--- src/rtl/mkd_pkg.sv ---
// Shared widths, pin constants and reset values for the keypad debouncer.
package mkd_pkg;

    localparam int PINS_W     = 3;
    localparam int TIME_W     = 32;
    localparam int TICKS_W    = 31;
    localparam int MASK_W     = 6;
    localparam int NUM_KEYS_DEF = 6;

    localparam logic [PINS_W-1:0]  PIN_A = 3'(1 << 0);
    localparam logic [PINS_W-1:0]  PIN_B = 3'(1 << 1);
    localparam logic [PINS_W-1:0]  PIN_C = 3'(1 << 2);

    localparam logic [TICKS_W-1:0] TICKS_RESET = 31'd20;

    typedef logic [PINS_W-1:0]  t_pins;
    typedef logic [TIME_W-1:0]  t_time;
    typedef logic [TICKS_W-1:0] t_ticks;
    typedef logic [MASK_W-1:0]  t_mask;

    // Active-low pins: a low pin sets its bit of the code.
    function automatic t_pins pin_code(input t_pins pins);
        t_pins code;
        code = '0;
        if ((pins & PIN_A) == '0) code = code | PIN_A;
        if ((pins & PIN_B) == '0) code = code | PIN_B;
        if ((pins & PIN_C) == '0) code = code | PIN_C;
        return code;
    endfunction

endpackage

--- src/rtl/mkd_item_if.sv ---
// Scan sample channel: raw mux pins and tick time.
interface mkd_item_if;
    import mkd_pkg::*;
    logic  valid;
    logic  ready;
    t_pins mux_pins;
    t_time now_time;

    modport source (output valid, output mux_pins, output now_time, input ready);
    modport sink   (input valid, input mux_pins, input now_time, output ready);
endinterface

--- src/rtl/mkd_result_if.sv ---
// Result channel: debounced key mask.
interface mkd_result_if;
    import mkd_pkg::*;
    logic  valid;
    logic  ready;
    t_mask pressed_mask;

    modport source (output valid, output pressed_mask, input ready);
    modport sink   (input valid, input pressed_mask, output ready);
endinterface

--- src/rtl/mkd_cfg_if.sv ---
// Configuration write channel for the debounce setting.
interface mkd_cfg_if;
    import mkd_pkg::*;
    logic   valid;
    logic   ready;
    t_ticks data;

    modport source (output valid, output data, input ready);
    modport sink   (input valid, input data, output ready);
endinterface

--- src/rtl/mkd_key_cell.sv ---
// Debounce state and update logic for one key.
module mkd_key_cell (
    input  logic           i_clk,
    input  logic           i_rst_n,
    input  logic           i_en,
    input  logic           i_raw,
    input  mkd_pkg::t_time  i_now,
    input  mkd_pkg::t_ticks i_ticks,
    output logic           o_next_closed
);
    import mkd_pkg::*;

    logic  r_closed, n_closed;
    logic  r_pending, n_pending;
    t_time r_start, n_start;
    t_time w_diff;
    t_time w_mag;
    logic  w_reached;

    // Signed distance; the most negative value maps to 2^31 unsigned.
    assign w_diff    = i_now - r_start;
    assign w_mag     = w_diff[TIME_W-1] ? (t_time'(0) - w_diff) : w_diff;
    assign w_reached = (w_mag >= {1'b0, i_ticks});

    always_comb begin
        n_closed  = r_closed;
        n_pending = r_pending;
        n_start   = r_start;
        if (i_en) begin
            if (i_raw != r_closed) begin
                if (r_pending) begin
                    if (w_reached) begin
                        n_closed  = ~r_closed;
                        n_pending = 1'b0;
                    end
                end else begin
                    n_start   = i_now;
                    n_pending = 1'b1;
                end
            end else begin
                n_pending = 1'b0;
            end
        end
    end

    assign o_next_closed = n_closed;

    always_ff @(posedge i_clk) begin
        if (!i_rst_n) begin
            r_closed  <= 1'b0;
            r_pending <= 1'b0;
        end else begin
            r_closed  <= n_closed;
            r_pending <= n_pending;
        end
    end

    always_ff @(posedge i_clk) begin
        r_start <= n_start;
    end

endmodule

--- src/rtl/muxed_keypad_debouncer_core.sv ---
// Keypad debouncer: scan samples in, debounced key mask out, one result per sample.
// Takes one sample per clock while results are taken; returns one mask per sample, in order.
// A sample goes into an input register, is decoded, updates all key states in parallel,
// and its mask lands in the result register when the held sample advances, which waits
// while a result is held unaccepted. The input and result registers decouple the two
// sides, so a new sample is taken every cycle while the result side keeps pace. Pins
// are active low; code c from 1 to NUM_KEYS closes key c-1. A raw change must persist for
// at least debounce_ticks ticks (signed 32-bit wrap-aware distance) before the key toggles.
// Write the setting only while no sample is in flight; the write port is always ready.
module muxed_keypad_debouncer_core #(
    parameter int NUM_KEYS = mkd_pkg::NUM_KEYS_DEF
) (
    input  logic         i_clk,
    input  logic         i_rst_n,
    mkd_item_if.sink     i_item,
    mkd_result_if.source o_result,
    mkd_cfg_if.sink      i_cfg
);
    import mkd_pkg::*;

    localparam int PAD_W = (NUM_KEYS > MASK_W) ? NUM_KEYS : MASK_W;

    t_ticks r_ticks;
    logic   r_in_valid;
    t_pins  r_pins;
    t_time  r_time;
    logic   r_out_valid;
    t_mask  r_mask;
    t_mask  n_mask;

    logic   w_advance;
    t_pins  w_code;
    logic [NUM_KEYS-1:0] w_next;
    logic [PAD_W-1:0]    w_next_pad;

    assign i_cfg.ready = 1'b1;

    always_ff @(posedge i_clk) begin
        if (!i_rst_n) begin
            r_ticks <= TICKS_RESET;
        end else if (i_cfg.valid && i_cfg.ready) begin
            r_ticks <= i_cfg.data;
        end
    end

    // Advance the held sample when the result register is free or draining.
    assign w_advance    = r_in_valid && (!r_out_valid || o_result.ready);
    assign i_item.ready = !r_in_valid || w_advance;

    always_ff @(posedge i_clk) begin
        if (!i_rst_n) begin
            r_in_valid <= 1'b0;
        end else if (i_item.ready) begin
            r_in_valid <= i_item.valid;
        end
    end

    always_ff @(posedge i_clk) begin
        if (i_item.valid && i_item.ready) begin
            r_pins <= i_item.mux_pins;
            r_time <= i_item.now_time;
        end
    end

    assign w_code = pin_code(r_pins);

    for (genvar k = 0; k < NUM_KEYS; k++) begin : g_key
        mkd_key_cell u_cell (
            .i_clk         (i_clk),
            .i_rst_n       (i_rst_n),
            .i_en          (w_advance),
            .i_raw         (w_code == PINS_W'(k + 1)),
            .i_now         (r_time),
            .i_ticks       (r_ticks),
            .o_next_closed (w_next[k])
        );
    end

    // Keys beyond the mask width are tracked but not reported.
    assign w_next_pad = PAD_W'(w_next);
    assign n_mask     = w_next_pad[MASK_W-1:0];

    always_ff @(posedge i_clk) begin
        if (!i_rst_n) begin
            r_out_valid <= 1'b0;
        end else if (w_advance) begin
            r_out_valid <= 1'b1;
        end else if (o_result.ready) begin
            r_out_valid <= 1'b0;
        end
    end

    always_ff @(posedge i_clk) begin
        if (w_advance) begin
            r_mask <= n_mask;
        end
    end

    assign o_result.valid        = r_out_valid;
    assign o_result.pressed_mask = r_mask;

`ifndef SYNTHESIS
    a_hold_sample: assert property (@(posedge i_clk) disable iff (!i_rst_n)
        (r_in_valid && !w_advance) |=> (r_in_valid && $stable(r_time) && $stable(r_pins)))
        else $error("held sample changed before it was processed");

    a_result_follows: assert property (@(posedge i_clk) disable iff (!i_rst_n)
        w_advance |=> r_out_valid)
        else $error("processed sample produced no result");

    a_cfg_load: assert property (@(posedge i_clk) disable iff (!i_rst_n)
        (i_cfg.valid && i_cfg.ready) |=> (r_ticks == $past(i_cfg.data)))
        else $error("debounce setting not loaded");
`endif

endmodule
--- src/flat_wrapper.sv ---
// flat-port wrapper written by rule: the top's interface ports become plain ports
module muxed_keypad_debouncer_core_flat import mkd_pkg::*;
#(
    parameter int NUM_KEYS = mkd_pkg::NUM_KEYS_DEF
)
  (i_clk, i_rst_n, i_item_valid, i_item_mux_pins, i_item_now_time, i_item_ready, o_result_valid, o_result_pressed_mask, o_result_ready, i_cfg_valid, i_cfg_data, i_cfg_ready);
  mkd_item_if i_item_i ();
  mkd_result_if o_result_i ();
  mkd_cfg_if i_cfg_i ();
  input  logic i_clk;
  input  logic i_rst_n;
  input wire logic [$bits(i_item_i.valid)-1:0] i_item_valid;
  input wire logic [$bits(i_item_i.mux_pins)-1:0] i_item_mux_pins;
  input wire logic [$bits(i_item_i.now_time)-1:0] i_item_now_time;
  output wire logic [$bits(i_item_i.ready)-1:0] i_item_ready;
  output wire logic [$bits(o_result_i.valid)-1:0] o_result_valid;
  output wire logic [$bits(o_result_i.pressed_mask)-1:0] o_result_pressed_mask;
  input wire logic [$bits(o_result_i.ready)-1:0] o_result_ready;
  input wire logic [$bits(i_cfg_i.valid)-1:0] i_cfg_valid;
  input wire logic [$bits(i_cfg_i.data)-1:0] i_cfg_data;
  output wire logic [$bits(i_cfg_i.ready)-1:0] i_cfg_ready;
  assign i_item_i.valid = i_item_valid;
  assign i_item_i.mux_pins = i_item_mux_pins;
  assign i_item_i.now_time = i_item_now_time;
  assign i_item_ready = i_item_i.ready;
  assign o_result_valid = o_result_i.valid;
  assign o_result_pressed_mask = o_result_i.pressed_mask;
  assign o_result_i.ready = o_result_ready;
  assign i_cfg_i.valid = i_cfg_valid;
  assign i_cfg_i.data = i_cfg_data;
  assign i_cfg_ready = i_cfg_i.ready;
  muxed_keypad_debouncer_core #(.NUM_KEYS(NUM_KEYS)) u_core (.i_clk(i_clk), .i_rst_n(i_rst_n), .i_item(i_item_i), .o_result(o_result_i), .i_cfg(i_cfg_i));
endmodule
--- config.mk ---
export PLATFORM = sky130hd
export DESIGN_NAME = muxed_keypad_debouncer_core_flat
export DESIGN_NICKNAME = d
export VERILOG_FILES = /design/src/rtl/mkd_pkg.sv /design/src/rtl/mkd_item_if.sv /design/src/rtl/mkd_result_if.sv /design/src/rtl/mkd_cfg_if.sv /design/src/rtl/mkd_key_cell.sv /design/src/rtl/muxed_keypad_debouncer_core.sv /design/src/flat_wrapper.sv
export SDC_FILE = /design/constraint.sdc
export NUM_CORES = 1
export LEC_CHECK = 0
export BUFFER_PORTS_ARGS = -buffer_cell sky130_fd_sc_hd__buf_2
export CORE_MARGIN = 5
export CORE_UTILIZATION = 45
export DETAILED_ROUTE_END_ITERATION = 16
export GPL_TIMING_DRIVEN = 0
export HOLD_SLACK_MARGIN = 0.15
export PLACE_DENSITY = 0.71
export SLEW_MARGIN = 20
export SYNTH_ARGS = -nofsm -noshare
export SYNTH_HDL_FRONTEND = slang
export SYNTH_SLANG_ARGS = --single-unit
--- constraint.sdc ---
create_clock -name i_clk -period 7.6 [get_ports i_clk]
set_clock_uncertainty 0.1 [all_clocks]
set_input_delay 0.38 -clock i_clk [delete_from_list [all_inputs] [get_ports i_clk]]
set_output_delay 0.38 -clock i_clk [all_outputs]
set_load 0.05 [all_outputs]
# [Word-level counts from Yosys, hierarchy flattened]
# Cells that the tools add are included.
[op_classes] add_sub_neg=12 n_lt_le_gt_ge=6 eq_ne=12 mux=53 n_bitwise=12 n_reduce_logical=16
[op_table] operator="$ge 32x31->1" n=6
[op_table] operator="$mux 32" n=6
[op_table] operator="$sub 1x32->32 const A" n=6
[op_table] operator="$sub 32x32->32" n=6
[op_table] operator="$mux 1" n=45
[op_table] operator="$reduce_and 3->1" n=6
[op_table] operator="$not 1->1" n=12
[op_table] operator="$eq 3x3->1 const B" n=3
[op_table] operator="$logic_not 3->1" n=3
[op_table] operator="$eq 3x2->1 const B" n=2
[op_table] operator="$ne 1x1->1" n=6
[op_table] operator="$eq 3x1->1 const B" n=1
[op_table] operator="$mux 3" n=1
[op_table] operator="$logic_and 1x1->1" n=2
[op_table] operator="$logic_not 1->1" n=2
[op_table] operator="$logic_or 1x1->1" n=2
[op_table] operator="$mux 2" n=1
[op_table] operator="$reduce_bool 2->1" n=1
[word_totals] regBits=278 in_bits=71 out_inout_bits=9 elab_cells=135

# [Longest topological paths before layout]
# Gate-level depths: netlist of run 1.
[depth] depth_word=8 depth_mapped=27

# [Hierarchy]
# A second synthesis of run 1 with hierarchy kept.
[unflattened] cells_unflattened=3650 area_unflattened_um2=31330.0
[modules_own_cells] mod="mkd_key_cell at u_core.g_key[0].u_cell ..." instances=5 cells_each=583 area_per_inst_um2=4798.4 seq_area_each_um2=1001.0
[modules_own_cells] mod="mkd_key_cell at u_core.g_key[1].u_cell" instances=1 cells_each=577 area_per_inst_um2=4759.6 seq_area_each_um2=1001.0
[modules_own_cells] mod="muxed_keypad_debouncer_core" instances=1 cells_each=158 area_per_inst_um2=2578.7 seq_area_each_um2=1891.8

# [Least setup slack after synthesis of run 1]
# OpenSTA, ideal clock, no wires.
[synth_path] kind="flip-flop to flip-flop" start="register u_core.r_time[0]" end="register u_core.r_mask[3] (netlist: u_core.o_result.pressed_mask[3]) (data pin)" setup_ns=0.260 t_arrival_ns=5.482 required_time_ns=7.240 setup_slack_ns=1.758 path_stages_with_launch=25 cell_sequence="edfxtp_1 inv_1 ha_1 inv_1 fa_1 a211oi_1 o21bai_1 a221oi_1 o21ai_0 xor2_1 nor4_1 nand2_1 and4b_1 a21oi_1 xnor2_1 ha_1 nand4_1 or3_1 nor4_1 nand2_1 a31oi_1 o311ai_0 o41ai_1 nand2_1 mux2_2"
[synth_between] elab_chain_cells=8
[synth_rtl] item="from (decl)" line_no="muxed_keypad_debouncer_core.sv:26" rtl="t_time r_time;"
[synth_rtl] item="from (signal assigned)" line_no="muxed_keypad_debouncer_core.sv:61" rtl="r_time <= i_item.now_time;"
[synth_rtl] item="$sub 32x32->32 (*)" line_no="mkd_key_cell.sv:21" rtl="assign w_diff = i_now - r_start;"
[synth_rtl] item="$sub 1x32->32" line_no="mkd_key_cell.sv:22" rtl="assign w_mag = w_diff[TIME_W-1] ? (t_time'(0) - w_diff) : w_diff;"
[synth_rtl] item="$mux 32 (*)" line_no="mkd_key_cell.sv:22"
[synth_rtl] item="$ge 32x31->1 (*)" line_no="mkd_key_cell.sv:23" rtl="assign w_reached = (w_mag >= {1'b0, i_ticks});"
[synth_rtl] item="$mux 1 (*)" line_no="mkd_key_cell.sv:32" rtl="if (w_reached) begin"
[synth_rtl] item="$mux 1 (*)" line_no="mkd_key_cell.sv:31" rtl="if (r_pending) begin"
[synth_rtl] item="$mux 1 (*)" line_no="mkd_key_cell.sv:30" rtl="if (i_raw != r_closed) begin"
[synth_rtl] item="$mux 1 (*)" line_no="mkd_key_cell.sv:29" rtl="if (i_en) begin"
[synth_rtl] item="named net u_core.g_key[3].u_cell.o_next_closed" line_no="mkd_key_cell.sv:9" rtl="output logic o_next_closed"
[synth_rtl] item="to (signal assigned)" line_no="muxed_keypad_debouncer_core.sv:95" rtl="r_mask <= n_mask;"
[synth_rtl] item="to (decl)" line_no="muxed_keypad_debouncer_core.sv:28" rtl="t_mask r_mask;"
# Mark *: on every way through the listed nets, which the timed path passes. The rest lies on a longest branch.
# A chain may end at the register's enable or synchronous reset.

# [Worst setup path in the final report of run 1]
[layout_path] start="register u_core.r_time[11]" end="register u_core.r_mask[4] (netlist: u_core.o_result.pressed_mask[4]) (data pin)"
[layout_between] elab_chain_cells=8
[layout_rtl] item="$sub 32x32->32 (*)" line_no="mkd_key_cell.sv:21"
[layout_rtl] item="$sub 1x32->32" line_no="mkd_key_cell.sv:22"
[layout_rtl] item="$mux 32 (*)" line_no="mkd_key_cell.sv:22"
[layout_rtl] item="$ge 32x31->1 (*)" line_no="mkd_key_cell.sv:23"
[layout_rtl] item="$mux 1 (*)" line_no="mkd_key_cell.sv:32"
[layout_rtl] item="$mux 1 (*)" line_no="mkd_key_cell.sv:31"
[layout_rtl] item="$mux 1 (*)" line_no="mkd_key_cell.sv:30"
[layout_rtl] item="$mux 1 (*)" line_no="mkd_key_cell.sv:29"
[layout_rtl] item="named net u_core.g_key[4].u_cell.o_next_closed" line_no="mkd_key_cell.sv:9"
# Marks and branches as above.

==> results of run 1 <==
==> power by group through the flow <==
stage          registers, uW  logic (uW)  clock network [uW]
6_report                1770        2060                1730
5_1_grt                 1780        2310                1830
4_1_cts                 1780        2010                1760
3_5_place_dp            1810        1970                   0
3_3_place_gp            1810        1910                   0
2_1_floorplan           1760        1530                   0
==> stage by stage <==
stage / setup slack [ns] / area (um^2)
global route: 0.0782 / 32500
CTS: 0.0793 / 32400
floorplan: 1.76 / 28800
global placement: -0.0262 / 30300
finish: 0.352 / 32500
detailed placement: -0.0265 / 30500
==> critical path: stages, from the launching register on <==
cell and delay, ns:
sky130_fd_sc_hd__edfxtp_1 1.06, sky130_fd_sc_hd__ha_1 0.39, sky130_fd_sc_hd__clkbuf_1 0.22, sky130_fd_sc_hd__nand4_1 0.25
sky130_fd_sc_hd__or3_1 0.16, sky130_fd_sc_hd__a311o_1 0.21, sky130_fd_sc_hd__o211ai_1 0.14, sky130_fd_sc_hd__a2111oi_1 0.66
sky130_fd_sc_hd__a21oi_1 0.18, sky130_fd_sc_hd__nor2_1 0.20, sky130_fd_sc_hd__xor2_1 0.55, sky130_fd_sc_hd__clkbuf_1 0.44
sky130_fd_sc_hd__o31ai_1 0.17, sky130_fd_sc_hd__xnor2_1 0.16, sky130_fd_sc_hd__ha_1 0.29, sky130_fd_sc_hd__nand4_1 0.12
sky130_fd_sc_hd__or4_1 0.56, sky130_fd_sc_hd__a211oi_1 0.36, sky130_fd_sc_hd__o22ai_1 0.16, sky130_fd_sc_hd__o41ai_2 0.15
sky130_fd_sc_hd__a31o_2 0.27, sky130_fd_sc_hd__nand2_1 0.15
==> state kept, by name, indices dropped and copies added, names as in the netlist <==
name and cells:
u_core.r_pins 3, u_core.o_result.pressed_mask 6, u_core.r_in_valid 1, u_core.g_key.u_cell.r_pending 6, u_core.r_time 32, u_core.r_ticks 31
u_core.g_key.u_cell.r_closed 6, u_core.o_result.valid 1, u_core.g_key.u_cell.r_start 192
==> cell families after synthesis <==
group / Yosys count
compound gates: 991
simple gates: 959
fa+ha+maj: 384
buf+inv: 384
xor+xnor: 331
flops: 278
mux: 46
other cells: 1
==> path summary, 6_finish.rpt <==
kind	slack, ns	startpoint	cells after the start	to
worst max register to register	0.35	u_core.r_time[11]$_DFFE_PP_	21	u_core.o_result.pressed_mask[4]$_DFFE_PP_
worst max-delay path	0.35	u_core.r_time[11]$_DFFE_PP_	21	u_core.o_result.pressed_mask[4]$_DFFE_PP_
worst min-delay path	0.32	i_rst_n	3	u_core.r_ticks[4]$_SDFFE_PN1P_
worst min register to register	0.40	u_core.r_ticks[14]$_SDFFE_PN0P_	2	u_core.r_ticks[14]$_SDFFE_PN0P_
==> area by class of cell <==
cell class / count / area [um^2] / area share [%]
multi-input cells: 2712 / 19500 / 60.0
flip-flops and latches: 278 / 7900 / 24.3
repair buffers: 179 / 1400 / 4.30
inverters: 287 / 1080 / 3.32
well taps: 846 / 1060 / 3.25
clock buffers: 43 / 927 / 2.85
plain buffers: 97 / 418 / 1.28
clock inverters: 21 / 243 / 0.746
==> per-layer routing <==
metal	track usage, %	wire, um	part of all wire (%)	up-vias
li1	-	-	-	12900
met1	37.6	42600	48	12300
met2	35.7	35300	40	938
met3	4.05	7930	9.0	122
met4	6.00	2300	2.6	0
met5	0	0	0	-
==> timing repair <==
action                                  in CTS  in global routing
endpoints found under the hold margin       68                  0
resized for setup                            2                  5
setup buffers                                0                 10
hold buffers                                72                  0
cloned                                       0                  0
endpoints found under the setup margin       1                 17
==> cell usage in the layout, fill, tap and decap left out, drive strengths merged, types with 14 or more instances in the layout <==
cell type / instances
mux2i: 40
a21o: 114
or4: 14
and3: 28
ha: 378
nor3: 61
edfxtp: 233
o31ai: 38
and2: 24
nand4: 68
inv: 289
nand3: 58
a21oi: 298
a2111oi: 14
a31oi: 46
dlygate4sd3: 72
o21ai: 206
nand2b: 29
nor4: 23
nor2: 245
buf: 111
nor2b: 27
xor2: 127
or3: 42
a211oi: 38
nand2: 244
o2111ai: 14
dfxtp: 45
clkbuf: 135
or2: 24
xnor2: 204
o211ai: 39
o21bai: 18
o21a: 28
==> impl_metrics.prom, run 1 <==
# TYPE chip_impl_metric gauge
chip_impl_metric{name="synthesis.instances",unit=""} 3374
chip_impl_metric{name="ios",unit=""} 80
chip_impl_metric{name="insertedDiodeCount",unit=""} 0
chip_impl_metric{name="dieHeight",unit="um"} 263
chip_impl_info{name="critical_path.endpoint_type",value="register"} 1
chip_impl_info{name="synth_top_flop_cell",value="sky130_fd_sc_hd__edfxtp_1"} 1
chip_impl_metric{name="routed_wire_length_per_instance",unit="um"} 19.8
chip_impl_info{name="run_status",value="completed"} 1
chip_impl_metric{name="drtPass1Iterations",unit=""} 8
chip_impl_metric{name="fp.coreArea",unit="mm^2"} 0.0633
chip_impl_metric{name="fp.dieW",unit="um"} 263
chip_impl_metric{name="cap_violations",unit=""} 0
chip_impl_metric{name="vias_in_the_first_global_route",unit=""} 24200
chip_impl_metric{name="seq_power_share",unit="%"} 31.9
chip_impl_metric{name="drt-initial-drc-count",unit=""} 2551
chip_impl_info{name="netlist_top_cells_area",value="sky130_fd_sc_hd__edfxtp_1 24%, sky130_fd_sc_hd__ha_1 16%, sky130_fd_sc_hd__xnor2_1 6.2%"} 1
chip_impl_metric{name="synth-simple-area-share",unit="%"} 16.7
chip_impl_metric{name="setup_total_negative_slack",unit="ns"} 0
chip_impl_metric{name="htree_num_levels",unit=""} 2
chip_impl_metric{name="total_power",unit="uW"} 5560
chip_impl_metric{name="ys_warn_count",unit=""} 0
chip_impl_metric{name="final_net_count",unit=""} 4045
chip_impl_metric{name="wl",unit="um"} 88200
chip_impl_metric{name="critical_path.max_fanout",unit=""} 12
chip_impl_metric{name="fp-row-count",unit=""} 92
chip_impl_metric{name="worst_hold_slack",unit="ns"} 0.317
chip_impl_metric{name="synth-edff-count",unit=""} 233
chip_impl_metric{name="min_period_over_period",unit="%"} 95.4
chip_impl_metric{name="powerDensity",unit="mW/mm^2"} 171
chip_impl_metric{name="synth_fp_nets",unit=""} 3829
chip_impl_info{name="worstSetupStartpointType",value="register"} 1
chip_impl_metric{name="worst-endpoint-required",unit="ns"} 7.77
chip_impl_metric{name="clk_pin_slew",unit="ns"} 0.06
chip_impl_metric{name="fin_crit",unit="ns"} 7.25
chip_impl_metric{name="grt_start_max_net_pins",unit=""} 31
chip_impl_metric{name="post_synth_num_cell_types",unit=""} 98
chip_impl_metric{name="num-fill-cells",unit=""} 5988
chip_impl_metric{name="synth-compound-area-share",unit="%"} 22.2
chip_impl_metric{name="achievable-frequency",unit="MHz"} 138
chip_impl_metric{name="floorplan.initialDensity",unit="%"} 45.6
chip_impl_metric{name="layout.cells.non_filler",unit=""} 4463
chip_impl_metric{name="peakVddDrop",unit="V"} 0.000151
chip_impl_info{name="synth_largest_area_cell",value="sky130_fd_sc_hd__edfxtp_1"} 1
chip_impl_metric{name="synth_top_area_share",unit="%"} 24.3
chip_impl_metric{name="cts-root-to-sink-buffers",unit=""} 3
chip_impl_info{name="root_buffer",value="sky130_fd_sc_hd__clkbuf_16"} 1
chip_impl_metric{name="synth-adder-area-share",unit="%"} 16.8
chip_impl_metric{name="avgSynthCellArea",unit="um^2"} 8.55
chip_impl_metric{name="floorplan_die_area",unit="mm^2"} 0.0693
chip_impl_info{name="hp-class",value="in -> reg"} 1
chip_impl_metric{name="final-hold-violation-count",unit=""} 0
chip_impl_metric{name="grt_pass1_wl",unit="um"} 136000
chip_impl_metric{name="async_flop_share",unit="%"} 0
chip_impl_info{name="synth_top_family_by_area",value="compound AO/OA/AOI/OAI gates"} 1
chip_impl_metric{name="worst_slew_margin_rel",unit="%"} 23.2
chip_impl_metric{name="drt-vias-per-instance",unit=""} 5.87
chip_impl_metric{name="overflow",unit=""} 0
chip_impl_metric{name="total_leakage_power",unit="uW"} 0.0135
chip_impl_metric{name="placed_cells",unit=""} 4317
chip_impl_info{name="synth_most_common_cell",value="sky130_fd_sc_hd__ha_1"} 1
chip_impl_metric{name="hpwl",unit="um"} 64000
chip_impl_metric{name="place.gp.congestion",unit=""} 0.932
chip_impl_metric{name="worst_skew_pair.late_latency",unit="ns"} 0.57
chip_impl_metric{name="final_layout_size_suffix_gt1_share",unit="%"} 6.83
chip_impl_metric{name="yosysSeqAreaShare",unit="%"} 27.4
chip_impl_metric{name="antenna_violations_before_repair",unit=""} 2
chip_impl_metric{name="cell_internal_pwr",unit="uW"} 3580
chip_impl_metric{name="comb_power_share",unit="%"} 37.0
chip_impl_metric{name="detailroute.via_count",unit=""} 26200
chip_impl_metric{name="switching_fraction_of_total_power",unit="%"} 35.6
chip_impl_metric{name="globalRouteTotalUtil",unit="%"} 24.4
chip_impl_info{name="synth_common_cells",value="378 x sky130_fd_sc_hd__ha_1, 297 x sky130_fd_sc_hd__a21oi_1, 287 x sky130_fd_sc_hd__inv_1, 245 x sky130_fd_sc_hd__nor2_1, 244 x sky130_fd_sc_hd__nand2_1"} 1
chip_impl_metric{name="cell_area_after_synthesis",unit="mm^2"} 0.0288
chip_impl_metric{name="remaining_antenna_violation_count_after_routing",unit=""} 0
chip_impl_metric{name="synth_xor_xnor_area_share",unit="%"} 10.0
chip_impl_info{name="worstSetupPathType",value="reg -> reg"} 1
chip_impl_metric{name="tightestPinTransition",unit="ns"} 1.15
chip_impl_metric{name="cts_buffers",unit=""} 35
chip_impl_metric{name="growth_of_design_area_from_synthesis_to_finish",unit="%"} 12.8
chip_impl_metric{name="share_of_synthesized_area_spent_on_multiplexers",unit="%"} 1.64
chip_impl_metric{name="yosys_register_bits",unit=""} 278
chip_impl_metric{name="cts_sinks",unit=""} 278
chip_impl_metric{name="arrival",unit="ns"} 7.41
chip_impl_metric{name="io_buffers",unit=""} 77
chip_impl_metric{name="final_core_util",unit="%"} 51.4
chip_impl_metric{name="finalSetupViolCount",unit=""} 0
chip_impl_metric{name="total_count_of_max_transition_violations_in_the_final_report",unit=""} 0
chip_impl_metric{name="drc_errors",unit=""} 0
chip_impl_info{name="grt_setup_unrepaired",value="false"} 1
chip_impl_info{name="tritoncts_clock_tree",value="done"} 1
chip_impl_metric{name="net-switching-power",unit="uW"} 1980
chip_impl_metric{name="clkPwrFrac",unit="%"} 31.1
(Power assumes the default switching activity.)
==> run 2, diff against run 1 <==
clock period = 8.6 ns   (was 7.6 ns; I/O delays follow)
==> impl_metrics.prom, run 2 (synthesis gave the netlist of run 1 again) <==
# TYPE chip_impl_metric gauge
chip_impl_info{name="critical_path.cell_chain",value="inv_1, ha_1, inv_1, fa_1, a211oi_1, o21bai_1, a221oi_1, o21ai_0, xor2_1, nor4_1, nand2_1, and4b_1, a21oi_1, xnor2_1, ha_1, nand4_1, or3_1, nor4_1, nand2_1, a31oi_1, o311ai_0, o41ai_1, nand2_1, mux2_2"} 1
chip_impl_metric{name="finalSetupViolCount",unit=""} 0
chip_impl_metric{name="num-fill-cells",unit=""} 5991
chip_impl_metric{name="worst-endpoint-required",unit="ns"} 8.81
chip_impl_metric{name="growth_of_design_area_from_synthesis_to_finish",unit="%"} 12.2
chip_impl_metric{name="grt_pass1_wl",unit="um"} 135000
chip_impl_metric{name="cap_violations",unit=""} 0
chip_impl_info{name="layout_top_registers",value="u_core.g_key.u_cell.r_start: 192 flops, u_core.r_time: 32 flops, u_core.r_ticks: 31 flops"} 1
chip_impl_metric{name="cts_buffers",unit=""} 35
chip_impl_metric{name="tightestPinTransition",unit="ns"} 1.11
chip_impl_metric{name="arrival",unit="ns"} 8.00
chip_impl_metric{name="total_count_of_max_transition_violations_in_the_final_report",unit=""} 0
chip_impl_metric{name="floorplan_die_area",unit="mm^2"} 0.0693
chip_impl_metric{name="powerDensity",unit="mW/mm^2"} 152
chip_impl_metric{name="fp-row-count",unit=""} 92
chip_impl_metric{name="grt_start_max_net_pins",unit=""} 31
chip_impl_metric{name="drc_errors",unit=""} 0
chip_impl_metric{name="floorplan.initialDensity",unit="%"} 45.6
chip_impl_metric{name="critical_path.max_fanout",unit=""} 7
chip_impl_metric{name="htree_num_levels",unit=""} 2
chip_impl_metric{name="timing.critical_path.slowest_cell_delay",unit="ns"} 0.71
chip_impl_metric{name="place.gp.congestion",unit=""} 0.932
chip_impl_info{name="tritoncts_clock_tree",value="done"} 1
chip_impl_metric{name="largest_register_ff_count",unit=""} 192
chip_impl_metric{name="setup_total_negative_slack",unit="ns"} 0
chip_impl_metric{name="drt-vias-per-instance",unit=""} 5.87
chip_impl_metric{name="drt-initial-drc-count",unit=""} 2510
chip_impl_info{name="critical_path.endpoint_type",value="register"} 1
chip_impl_metric{name="detailroute.via_count",unit=""} 26100
chip_impl_metric{name="routed_wire_length_per_instance",unit="um"} 19.8
chip_impl_metric{name="peakVddDrop",unit="V"} 0.000135
chip_impl_metric{name="post-route-worst-setup-slack",unit="ns"} 0.804
chip_impl_info{name="worstSetupStartpointType",value="register"} 1
chip_impl_info{name="hp-class",value="in -> reg"} 1
chip_impl_info{name="root_buffer",value="sky130_fd_sc_hd__clkbuf_16"} 1
chip_impl_metric{name="dieHeight",unit="um"} 263
chip_impl_metric{name="fp.dieW",unit="um"} 263
chip_impl_metric{name="fp.coreArea",unit="mm^2"} 0.0633
chip_impl_metric{name="total_leakage_power",unit="uW"} 0.0135
chip_impl_metric{name="io_buffers",unit=""} 77
chip_impl_metric{name="postCtsResizedCells",unit=""} 0
chip_impl_metric{name="globalRouteTotalUtil",unit="%"} 24.4
chip_impl_metric{name="cts-root-to-sink-buffers",unit=""} 3
chip_impl_metric{name="antenna_violations_before_repair",unit=""} 2
chip_impl_metric{name="wl",unit="um"} 88100
chip_impl_metric{name="final_layout_size_suffix_gt1_share",unit="%"} 6.49
chip_impl_metric{name="hpwl",unit="um"} 64000
chip_impl_metric{name="insertedDiodeCount",unit=""} 0
chip_impl_info{name="regMostFlops",value="u_core.g_key.u_cell.r_start"} 1
chip_impl_metric{name="remaining_antenna_violation_count_after_routing",unit=""} 0
chip_impl_info{name="run_status",value="completed"} 1
chip_impl_info{name="mostFrequentLayoutCell",value="sky130_fd_sc_hd__ha_1"} 1
chip_impl_metric{name="min_period_over_period",unit="%"} 90.6
chip_impl_metric{name="preCtsSetupSlack",unit="ns"} 0.974
chip_impl_metric{name="drtPass1Iterations",unit=""} 6
chip_impl_metric{name="achievable-frequency",unit="MHz"} 128
chip_impl_metric{name="ios",unit=""} 80
chip_impl_info{name="final_cell_mix",value="378 x sky130_fd_sc_hd__ha_1, 297 x sky130_fd_sc_hd__a21oi_1, 287 x sky130_fd_sc_hd__inv_1"} 1
chip_impl_metric{name="cts_sinks",unit=""} 278
chip_impl_metric{name="worst_slew_margin_rel",unit="%"} 26.2
chip_impl_info{name="critPathSlowestCell",value="sky130_fd_sc_hd__edfxtp_1"} 1
chip_impl_metric{name="worst_skew_pair.late_latency",unit="ns"} 0.57
chip_impl_metric{name="cts_hold_buf",unit=""} 69
chip_impl_info{name="grt_setup_unrepaired",value="false"} 1
chip_impl_info{name="worstSetupPathType",value="reg -> reg"} 1
chip_impl_metric{name="fin_crit",unit="ns"} 7.80
chip_impl_metric{name="final-hold-violation-count",unit=""} 0
chip_impl_metric{name="cts.repair_timing.setup_buffer_count",unit=""} 0
chip_impl_metric{name="overflow",unit=""} 0
chip_impl_metric{name="vias_in_the_first_global_route",unit=""} 24200
chip_impl_metric{name="final_net_count",unit=""} 4032
chip_impl_metric{name="clk_pin_slew",unit="ns"} 0.07
chip_impl_info{name="critPathMostFrequentCell",value="sky130_fd_sc_hd__nand2_1"} 1
## run 2: area by class of cell
cell class | count | area [um^2] | share of cell area (%)
multi-input cells | 2712 | 19500 | 60.2
flip-flops and latches | 278 | 7900 | 24.4
repair buffers | 166 | 1270 | 3.92
inverters | 287 | 1080 | 3.33
well taps | 846 | 1060 | 3.27
clock buffers | 43 | 927 | 2.86
plain buffers | 97 | 419 | 1.29
clock inverters | 21 | 243 | 0.750
## run 2: report_power, final
| part | switching (uW) | total [uW] | leakage [uW] | internal, uW |
|---|---|---|---|---|
| Combinational | 1040 | 1800 | 0.0104 | 768 |
| Sequential | 79.6 | 1570 | 0.00250 | 1500 |
| Clock | 629 | 1530 | 0.000556 | 898 |
## run 2: final timing paths
path,from,to,slack (ns),cells after the start
worst max-delay path,u_core.r_time[0]$_DFFE_PP_,u_core.o_result.pressed_mask[3]$_DFFE_PP_,0.80,24
worst min-delay path,i_cfg_valid,u_core.r_ticks[0]$_SDFFE_PN0P_,0.19,3
worst max register to register,u_core.r_time[0]$_DFFE_PP_,u_core.o_result.pressed_mask[3]$_DFFE_PP_,0.80,24
worst min register to register,u_core.g_key[1].u_cell.r_pending$_SDFFE_PN0P_,u_core.g_key[1].u_cell.r_pending$_SDFFE_PN0P_,0.39,2
## run 2: stage by stage
| step | area (um^2) | hold slack, ns | instances | utilization [%] | power, uW |
|---|---|---|---|---|---|
| detailed placement | 30500 | 0.384 | 4317 | 48.2 | 3340 |
| finish | 32400 | 0.186 | 4450 | 51.1 | 4910 |
| global placement | 30300 | 0.368 | 4297 | 47.8 | 3290 |
| floorplan | 28800 | 0.351 | 3374 | - | 2910 |
| global route | 32400 | 0.219 | 4450 | 51.1 | 5220 |
| CTS | 32400 | 0.154 | 4450 | 51.1 | 4900 |
## run 2: routing by layer
metal / wire, um / global-route usage, % / vias to the layer above
met5: 0 / 0 / -
met3: 8430 / 4.14 / 127
met2: 35300 / 35.6 / 1000
met4: 2240 / 5.97 / 0
met1: 42100 / 37.5 / 12100
li1: - / - / 12900
## run 2: critical path, delay by kind of cell, from the launching register on
family          cells  cell delay [ns]
compound gates      8             2.15
xor+xnor            2             0.38
fa+ha+maj           3             0.96
buf+inv             2             0.64
flops               1             0.71
mux                 1             0.31
simple gates        8             2.29
